==> config.mk <==
export PLATFORM = sky130hd
export DESIGN_NAME = smc_div
export DESIGN_NICKNAME = d
export VERILOG_FILES = /design/src/smc_pkg.sv /design/src/smc_div.sv
export SDC_FILE = /design/constraint.sdc
export NUM_CORES = 1
export LEC_CHECK = 0
export ABC_AREA = 1
export BUFFER_PORTS_ARGS = -buffer_cell sky130_fd_sc_hd__buf_2
export CAP_MARGIN = 20
export CELL_PAD_IN_SITES_DETAIL_PLACEMENT = 0
export CELL_PAD_IN_SITES_GLOBAL_PLACEMENT = 1
export CORE_ASPECT_RATIO = 1.75
export CORE_UTILIZATION = 43
export DETAILED_ROUTE_END_ITERATION = 12
export GPL_ROUTABILITY_DRIVEN = 0
export PLACE_DENSITY_LB_ADDON = 0.1
export SLEW_MARGIN = 20
export SYNTH_ARGS = -nofsm -noshare
export SYNTH_HDL_FRONTEND = slang
export SYNTH_SLANG_ARGS = --single-unit
==> constraint.sdc <==
create_clock -name clk -period 3.1 [get_ports clk]
set_input_delay 0.155 -clock clk [delete_from_list [all_inputs] [get_ports clk]]
set_output_delay 0.155 -clock clk [all_outputs]
set_load 0.01 [all_outputs]
==> src/smc_pkg.sv <==
// Shared types and constants for the segment mean color block.
package smc_pkg;

  localparam int MaxLabelsDefault = 1024;
  localparam int PixelCountBitsDefault = 20;
  localparam int LabelW = 10;
  localparam int ChanW = 8;
  localparam int NumChan = 3;

  typedef enum logic [1:0] {
    CMD_CLEAR = 2'd0,
    CMD_ACCUM = 2'd1,
    CMD_PAINT = 2'd2,
    CMD_NONE  = 2'd3
  } smc_cmd_t;

  typedef struct packed {
    logic [1:0]        cmd;
    logic [LabelW-1:0] label;
    logic [ChanW-1:0]  in_blue;
    logic [ChanW-1:0]  in_green;
    logic [ChanW-1:0]  in_red;
  } smc_in_t;

  typedef struct packed {
    logic [ChanW-1:0] mean_blue;
    logic [ChanW-1:0] mean_green;
    logic [ChanW-1:0] mean_red;
  } smc_out_t;

endpackage

==> src/smc_div.sv <==
// Three-channel restoring divider, one quotient bit per cycle.
module smc_div import smc_pkg::*; #(
  parameter int PixelCountBits = PixelCountBitsDefault
) (
  input  logic                        clk,
  input  logic                        rst_n,
  input  logic                        start,
  input  logic [PixelCountBits+7:0]   sum_blue,
  input  logic [PixelCountBits+7:0]   sum_green,
  input  logic [PixelCountBits+7:0]   sum_red,
  input  logic [PixelCountBits:0]     count,
  output logic                        done,
  output smc_out_t                    means
);

  localparam int SumW = PixelCountBits + 8;

  logic [SumW-1:0]  rem_r [NumChan];
  logic [SumW-1:0]  rem_nxt [NumChan];
  logic [ChanW-1:0] q_r [NumChan];
  logic [ChanW-1:0] q_nxt [NumChan];
  logic [SumW-1:0]  dsr_r;
  logic [2:0]       step_r;
  logic             busy_r;
  logic             done_r;
  logic             zero_r;

  always_comb begin
    for (int c = 0; c < NumChan; c++) begin
      if (rem_r[c] >= dsr_r) begin
        rem_nxt[c] = rem_r[c] - dsr_r;
        q_nxt[c]   = {q_r[c][ChanW-2:0], 1'b1};
      end else begin
        rem_nxt[c] = rem_r[c];
        q_nxt[c]   = {q_r[c][ChanW-2:0], 1'b0};
      end
    end
  end

  always_ff @(posedge clk) begin
    if (!rst_n) begin
      busy_r <= 1'b0;
      done_r <= 1'b0;
      step_r <= '0;
    end else begin
      done_r <= !start && busy_r && (step_r == 3'd7);
      if (start) begin
        busy_r <= 1'b1;
        step_r <= '0;
      end else if (busy_r) begin
        step_r <= step_r + 3'd1;
        if (step_r == 3'd7) begin
          busy_r <= 1'b0;
        end
      end
    end
  end

  always_ff @(posedge clk) begin
    if (start) begin
      rem_r[0] <= sum_blue;
      rem_r[1] <= sum_green;
      rem_r[2] <= sum_red;
      for (int c = 0; c < NumChan; c++) begin
        q_r[c] <= '0;
      end
      dsr_r  <= {count, 7'd0};
      zero_r <= (count == '0);
    end else if (busy_r) begin
      for (int c = 0; c < NumChan; c++) begin
        rem_r[c] <= rem_nxt[c];
        q_r[c]   <= q_nxt[c];
      end
      dsr_r <= dsr_r >> 1;
    end
  end

  // An empty segment paints as black.
  assign means.mean_blue  = zero_r ? '0 : q_r[0];
  assign means.mean_green = zero_r ? '0 : q_r[1];
  assign means.mean_red   = zero_r ? '0 : q_r[2];
  assign done = done_r;

endmodule

==> summary.md, run 1 <==
| Metric | Value |
|---|---|
| Final net count | `between 2000 and 2500` |
| RSZ-0062 raised after global routing | `false` |
| Highest Clock Rate | `0.374 GHz` |
| Synth Net Count | `2086` |
| Total CTS buffers | `17` |
| Initial antenna violation count | `0` |
| DP Wirelength | `between 30 and 40 mm` |
| R2r startpoint | `dsr_r[0]` |
| #FFs+latches synth | `about 140` |
| Final TNS setup | `0 ns` |
| Startpoint types | `flop` |
| Die height | `~230 um` |
| Slew headroom | `around 43%` |
| Placed cells | `roughly 2400` |
| Slew Limit Fails | `0` |
| CTS tree | `done` |
| Reg clk slew, reported paths | `approximately 0.070 ns` |
| Drt pass-1 iters | `8` |
| Crit. End Element | `flop` |
| CP endpoint | `rem_r[0][18]` |
| Largest net degree at the start of global routing | `53` |
| # clock sinks | `between 100 and 150` |
| DR iter-0 viols | `about 570` |
| Crit Path Category | `reg2reg` |
| Maxcap violations | `0` |
| Top-area cell type share of the netlist area | `roughly a third` |
| Layout cell share with drive strength beyond 1 | `a little over a tenth` |
| Distinct cells, synth | `41` |
| Cells after Synth | `between 1500 and 2000` |
| Cell Area, Synth | `around 12000 um2` |
| Sequential area share after synthesis | `33.6%` |
| Final hold violations | `0` |
| Tmin final | `2.67 ns` |
| Post-synth ARST share | `0%` |
| YS warnings | `0` |
| DR DRC count | `0` |
| Drt total wl | `41.2 mm` |
| Worst slew pin tran | `roughly 0.85 ns` |
| Largest area contributor in the netlist | `edfxtp_1` |
| Port buffer count | `about 130` |
| Ranking of synthesized cells by area | `edfxtp_1 (32%), nand2_1 (23%), inv_1 (11%)` |
| Core Box Area | `~28000 um2` |
| Routed Antenna Nets | `0` |
| Clock latency on the worst-skew pair | `0.45 ns` |
| Ports | `between 100 and 150` |
| Vias in the first global route | `about 12000` |
| Mapped Avg Cell Area | `6.53 um2` |
| Die X | `130 um` |
| Worst EP required | `approximately 3.2 ns` |
| Crit path from | `dsr_r[0]` |
| Status | `finished clean` |
| CTS Root Cell | `clkbuf_16` |
| PwrDens | `slightly below 500 nW/um2` |
| EDFF count, synth | `between 100 and 150` |
| Path category of the worst min-delay check | `in2reg` |
| Worst VDD drop | `between 400 and 500 uV` |
| Crit path DAT | `2.80 ns` |
| Reg2Reg Setup Slack | `0.43 ns` |
| Starting Density | `44.0%` |
| R2R Path End | `rem_r[0][18]` |
| WL met3 | `roughly 1.3 mm` |
| R2R cell count | `14` |
| Tcrit/Tclk final | `between 80% and 90%` |
| Post-Route Skew | `0.00841 ns` |
| Grt ovf | `0` |
| Clk buf depth | `2` |
| Area grow syn2layout | `18.2%` |
| N_diodes | `0` |
| Drt wl/cell | `roughly 17 um` |
| Main synth FF type | `edfxtp_1` |
| Vias per cell | `4.94` |
| Crit path max fanout | `21` |
| Tot GR Track Use | `roughly 29%` |
| Standard-cell row count | `roughly 80` |
| Vias | `between 10000 and 15000` |
| Met1 WL | `~14 mm` |
| Post-route insts no fill | `between 2000 and 2500` |
| Leak | `a little under 8 nW` |
| Die Area | `29400 um2` |
| DR top layer | `met4` |
| H-tree depth | `4` |
| Routed wl met2 | `22.8 mm` |
| Final setup viols | `0` |
| First-pass GRT wire length | `~62 mm` |
| Post-CTS Resized | `0` |
## worst min path at each step
| stage | start | end | slack, ns | cells past startpoint |
|---|---|---|---|---|
| 2_1_floorplan | start | zero_r | 0.27 | 0 |
| 3_3_place_gp | sum_blue[26] | rem_r[0][26] | 0.43 | 3 |
| 3_5_place_dp | sum_green[26] | rem_r[0][54] | 0.43 | 3 |
| 4_1_cts | sum_green[5] | rem_r[0][33] | 0.0007 | 3 |
| 5_1_grt | sum_green[10] | rem_r[0][38] | 0.01 | 3 |
| 6_report | sum_red[12] | rem_r[0][68] | 0.01 | 3 |
## area by class of cell
| class | instances | area (um2) |
|---|---|---|
| clock buffers | 17 | 425 |
| clock inverters | 15 | 123 |
| flip-flops and latches | 142 | 4140 |
| inverters | 358 | 1350 |
| multi-input cells | 1362 | 6720 |
| well taps | 373 | 467 |
| repair buffers | 203 | 1360 |
| fillers | 3039 | 13500 |
## synthesized netlist by cell type, types with 13 or more instances
cell type / number
nand3b_1: 23
o21ai_0: 40
nand4_1: 24
xnor2_1: 20
inv_1: 354
buf_2: 13
ha_1: 86
nor2_1: 154
edfxtp_1: 130
nand2_1: 757
nand3_1: 124
a21oi_1: 45
## routing by layer
layer	GRT usage, %	vias to the layer above
met3	3.72	122
li1	-	6300
met4	20.6	0
met5	0	-
met2	57.1	280
met1	26.5	5500
## kinds of logic (layout without fill, tap and decap cells)
| logic type | Yosys count | in the layout | share of synthesized area [%] |
|---|---|---|---|
| buffers and inverters | 385 | 593 | 11.9 |
| xor gates and xnor gates | 22 | 22 | 1.56 |
| AOI/OAI and AO/OA | 116 | 116 | 5.17 |
| and+or+nand+nor | 1135 | 1135 | 38.5 |
| adders and majority gates | 89 | 89 | 9.21 |
| DFF | 142 | 142 | 33.6 |
## placed cells by master, fill, tap and decap left out, types with 3 or more instances in the layout
master / count
inv_1: 353
nor4_1: 4
buf_4: 13
o21ai_1: 6
nor2_2: 12
dlygate4sd3_1: 56
nand3b_1: 23
a21oi_1: 45
edfxtp_1: 130
and2_1: 3
nand3_2: 6
ha_1: 86
nor2_1: 154
buf_2: 132
o21bai_1: 4
inv_2: 4
nand4_1: 24
clkinv_4: 3
inv_6: 7
nor3_1: 3
or2_2: 4
xnor2_1: 20
o22ai_1: 10
nand3_1: 124
nand2_2: 10
nand2_1: 757
or2_1: 5
fa_1: 3
clkbuf_16: 17
nor2_4: 3
a21oi_2: 3
o21ai_0: 40
dfxtp_1: 12
## sequential cells by signal (all words and copies together), names as in the netlist
signal	count
rem_r	84
dsr_r	28
q_r	24
step_r	3
busy_r	1
done	1
zero_r	1
## repair_timing
item | in CTS | in global routing
buffers inserted | 0 | 0
hold buffers | 56 | 0
hold endpoints to repair | 56 | 0
## worst max-delay path, cell delays in order (launching register included)
cell and delay [ns]:
dfxtp_1 0.35, ha_1 0.25, fa_1 0.38, inv_1 0.12
nand3_1 0.08, nand3_1 0.18, nand2_1 0.09, nand2_2 0.11
nand2_1 0.07, nand2_1 0.08, nand2_1 0.05, nand3_1 0.09
nand2_1 0.07, nand2_1 0.09, buf_4 0.32
## metrics by stage
stage / total power (W) / hold slack [ns] / instance area, um2 / setup WS, ns / util, %
after floorplan: 0.00427 / 0.267 / 12300 / 0.453 / -
after global placement: 0.00507 / 0.426 / 13500 / 0.536 / 48.0
after detailed placement: 0.00508 / 0.429 / 13500 / 0.437 / 48.0
after CTS: 0.00713 / 0.000683 / 14600 / 0.425 / 52.0
after global routing: 0.00754 / 0.0124 / 14600 / 0.211 / 52.0
final: 0.00709 / 0.00964 / 14600 / 0.426 / 52.0
## report_power, final
group / switching (W) / internal [W] / total (W)
logic: 0.00178 / 0.000942 / 0.00273
clock network: 0.000943 / 0.00104 / 0.00199
registers: 0.0000749 / 0.00230 / 0.00238
total: 0.00280 / 0.00429 / 0.00709
Note: power is estimated with default switching activity, not from simulation.
==> run 2: changes to the inputs <==
--- a/config.mk
+++ b/config.mk
@@ -5,13 +5,12 @@
 export SDC_FILE = /design/constraint.sdc
 export NUM_CORES = 1
 export LEC_CHECK = 0
-export ABC_AREA = 1
 export BUFFER_PORTS_ARGS = -buffer_cell sky130_fd_sc_hd__buf_2
 export CAP_MARGIN = 20
 export CELL_PAD_IN_SITES_DETAIL_PLACEMENT = 0
 export CELL_PAD_IN_SITES_GLOBAL_PLACEMENT = 1
 export CORE_ASPECT_RATIO = 1.75
-export CORE_UTILIZATION = 43
+export CORE_UTILIZATION = 45
 export DETAILED_ROUTE_END_ITERATION = 12
 export GPL_ROUTABILITY_DRIVEN = 0
 export PLACE_DENSITY_LB_ADDON = 0.1
==> run 2 against run 1 <==
  * Total power grew 8.2%
  * Design area shrank 7.5%
  * Area after synthesis shrank 19%
  * Die area shrank 22%
==> summary.md, run 2 <==
| Metric | Value |
|---|---|
| Status | `finished clean (unchanged)` |
| Main synth FF type | `edfxtp_1 (unchanged)` |
| Reg area | `4140 um2 (unchanged)` |
| Post-Route Skew | `0.0120 ns (was 0.00841 ns)` |
| Standard-cell row count | `71 (was 81)` |
| RSZ-0062 raised after global routing | `true (was false)` |
| Final net count | `1562 (was 2281)` |
| Port buffer count | `132 (unchanged)` |
| DR iter-0 viols | `453 (was 568)` |
| Die X | `115 um (was 130 um)` |
| Reg clk slew, reported paths | `0.07 ns (about the same)` |
| Worst slew pin tran | `0.813 ns (was 0.849 ns)` |
| Largest area contributor in the netlist | `edfxtp_1 (unchanged)` |
| Die Area | `22900 um2 (was 29400 um2)` |
| Final hold violations | `0 (unchanged)` |
| Crit path max fanout | `7 (was 21)` |
| Drt pass-1 iters | `5 (was 8)` |
| Initial antenna violation count | `0 (unchanged)` |
| DP Wirelength | `22.0 mm (was 33.7 mm)` |
| Core Box Area | `21700 um2 (was 28100 um2)` |
| First-pass GRT wire length | `45.1 mm (was 62.4 mm)` |
| EDFF count, synth | `130 (unchanged)` |
| Worst VDD drop | `374 uV (was 446 uV)` |
| Tmin final | `3.07 ns (was 2.67 ns)` |
| PwrDens | `568 nW/um2 (was 486 nW/um2)` |
| Worst EP required | `3.29 ns (was 3.23 ns)` |
| Most common cell in the netlist | `nand2_1 (unchanged)` |
| Filler cells | `1963 (was 3039)` |
| Final TNS setup | `0 ns (unchanged)` |
| Highest Clock Rate | `0.325 GHz (was 0.374 GHz)` |
| Drt wl/cell | `17.9 um (was 16.7 um)` |
| Die height | `199 um (was 226 um)` |
| Most frequent cells in the layout | `nand2_1 (149), buf_2 (132), edfxtp_1 (130) (was nand2_1 (757), inv_1 (353), nor2_1 (154))` |
| Final setup viols | `0 (unchanged)` |
| Max reg flops | `84 (unchanged)` |
| Area occupied by multi-input gates | `5920 um2 (was 6720 um2)` |
| Total CTS buffers | `17 (unchanged)` |
| H-tree depth | `4 (unchanged)` |
| Sequential area share after synthesis | `41.4% (was 33.6%)` |
| Leak | `5.87 nW (was 7.86 nW)` |
| Layout cell share with drive strength beyond 1 | `26.4% (was 10.8%)` |
| Crit. End Element | `flop (unchanged)` |
| Grt ovf | `0 (unchanged)` |
| Tot GR Track Use | `26.5% (was 29.1%)` |
| N_diodes | `0 (unchanged)` |
| Top-area cell type share of the netlist area | `39.0% (was 31.6%)` |
| Clock latency on the worst-skew pair | `0.44 ns (was 0.45 ns)` |
| Post-Layout Inst Area | `13500 um2 (was 14600 um2)` |
| Tcrit/Tclk final | `99.2% (was 86.3%)` |
| Distinct cells, synth | `56 (was 41)` |
| CTS Root Cell | `clkbuf_16 (unchanged)` |
| # clock sinks | `142 (unchanged)` |
| YS warnings | `0 (unchanged)` |
| Cells after Synth | `1073 (was 1889)` |
| Post-synth ARST share | `0% (unchanged)` |
| Largest net degree at the start of global routing | `49 (was 53)` |
| Slew Limit Fails | `0 (unchanged)` |
| Starting Density | `46.2% (was 44.0%)` |
| Commonest non-fill, non-tap cell in the layout | `nand2_1 (unchanged)` |
| Placement Cell Area | `12000 um2 (was 13500 um2)` |
| Startpoint types | `flop (unchanged)` |
| Reg with most FFs | `rem_r (unchanged)` |
| #FFs+latches synth | `142 (unchanged)` |
| Drt total wl | `29.8 mm (was 41.2 mm)` |
| Clk buf depth | `2 (unchanged)` |
| Ports | `133 (unchanged)` |
| DR DRC count | `0 (unchanged)` |
| Maxcap violations | `0 (unchanged)` |
| Ranking of synthesized cells by area | `edfxtp_1 (39%), ha_1 (11%), nand2_1 (5.6%) (was edfxtp_1 (32%), nand2_1 (23%), inv_1 (11%))` |
| Crit path DAT | `3.26 ns (was 2.80 ns)` |
| Path category of the worst min-delay check | `in2reg (unchanged)` |
| Cell Area, Synth | `10000 um2 (was 12300 um2)` |
| Routed Antenna Nets | `0 (unchanged)` |
| Placement Setup Slack | `-0.116 ns (was 0.437 ns)` |
| Biggest regs | `rem_r: 84 flops, dsr_r: 28 flops, q_r: 24 flops (unchanged)` |
| Crit Path Category | `reg2reg (unchanged)` |
| CTS tree | `done (unchanged)` |
| Area grow syn2layout | `34.8% (was 18.2%)` |
| Vias | `9031 (was 12200)` |
| Vias in the first global route | `8872 (was 12100)` |
| Slew headroom | `45.7% (was 43.4%)` |
| Synth Net Count | `1270 (was 2086)` |
| Vias per cell | `5.41 (was 4.94)` |
| Commonest cells in the netlist | `nand2_1 (150), edfxtp_1 (130), ha_1 (86), o21ai_0 (84), a21oi_1 (74) (was nand2_1 (757), inv_1 (354), nor2_1 (154), edfxtp_1 (130), nand3_1 (124))` |
| Mapped Avg Cell Area | `9.33 um2 (was 6.53 um2)` |
| Setup ws final | `0.0258 ns (was 0.426 ns)` |
| Hold WS | `0.0110 ns (was 0.00964 ns)` |
## run 2: cell count changes in the layout (fill, tap and decap cells not counted), moves of 20 or more
cell	previous run	this run
xor2_1	2	24
buf_4	13	111
nand3b_1	23	0
inv_1	353	39
nor2_1	154	42
nand2_1	757	149
o21ai_1	6	41
xnor2_1	20	40
nand3_1	124	16
and2_1	3	26
a21o_1	2	49
o21ai_0	40	83
nor2b_1	0	32
## run 2: area by class of cell
type                            instances  area share (%)
Multi-Input combinational cell        849            43.9
Sequential cell                       142            30.7
Timing Repair Buffer                  310            17.3
Clock buffer                           18            3.18
Tap cell                              292            2.71
Inverter                               45            1.30
Clock inverter                         14           0.909
## run 2: repair_timing
action,4_1_cts,5_1_grt
endpoints found under the setup margin,44,94
gates cloned,2,4
pin swaps,1,23
endpoints found under the hold margin,50,0
buffers inserted,2,8
resized for setup,5,56
hold buffers,49,0
## run 2: worst max-delay path, cell delays in order, from the launching register on
cell	delay [ns]
edfxtp_1	0.37
clkinvlp_4	0.10
buf_4	0.14
buf_4	0.14
ha_1	0.24
a21o_1	0.24
a21o_1	0.20
a21oi_1	0.18
nand2_1	0.10
a221oi_2	0.26
nor2b_1	0.08
a311o_1	0.34
buf_4	0.17
a21o_4	0.28
## run 2: path summary, 6_finish.rpt
check                              startpoint           end  slack, ns  depth (start not counted)
worst max-delay path                dsr_r[20]  rem_r[0][17]       0.03                         13
worst min-delay path            sum_green[20]  rem_r[0][48]       0.01                          3
worst max register to register      dsr_r[20]  rem_r[0][17]       0.03                         13
worst min register to register      step_r[2]     step_r[2]       0.51                          2
## run 2: logic make-up (layout without fill, tap and decap cells)
kind of cell	after synthesis	in the layout	synth area share, %
xor+xnor	64	64	5.60
compound gates	337	340	20.9
buf+inv	85	387	3.21
simple gates	344	344	16.3
flops	142	142	41.4
fa+ha+maj	89	89	11.3
mux	12	12	1.21
## run 2: where the power goes
part,switching (W),internal (W)
Combinational,0.00168,0.00153
Sequential,0.0000984,0.00237
Clock,0.000937,0.00105
Total,0.00271,0.00496
## run 2: stage by stage
stage	power (W)	cells	utilization, %
3_5_place_dp	0.00538	1574	55.2
4_1_cts	0.00744	1659	60.3
3_3_place_gp	0.00536	1574	55.2
5_1_grt	0.00810	1670	62.3
6_report	0.00767	1670	62.3
2_1_floorplan	0.00432	1073	-
## run 2: routing by layer
layer	global-route usage, %	vias up	part of all wire (%)
met5	0	-	0
met4	15.2	0	4.8
met3	3.40	56	3.3
met1	30.0	4246	40
met2	47.5	209	52
li1	-	4520	-
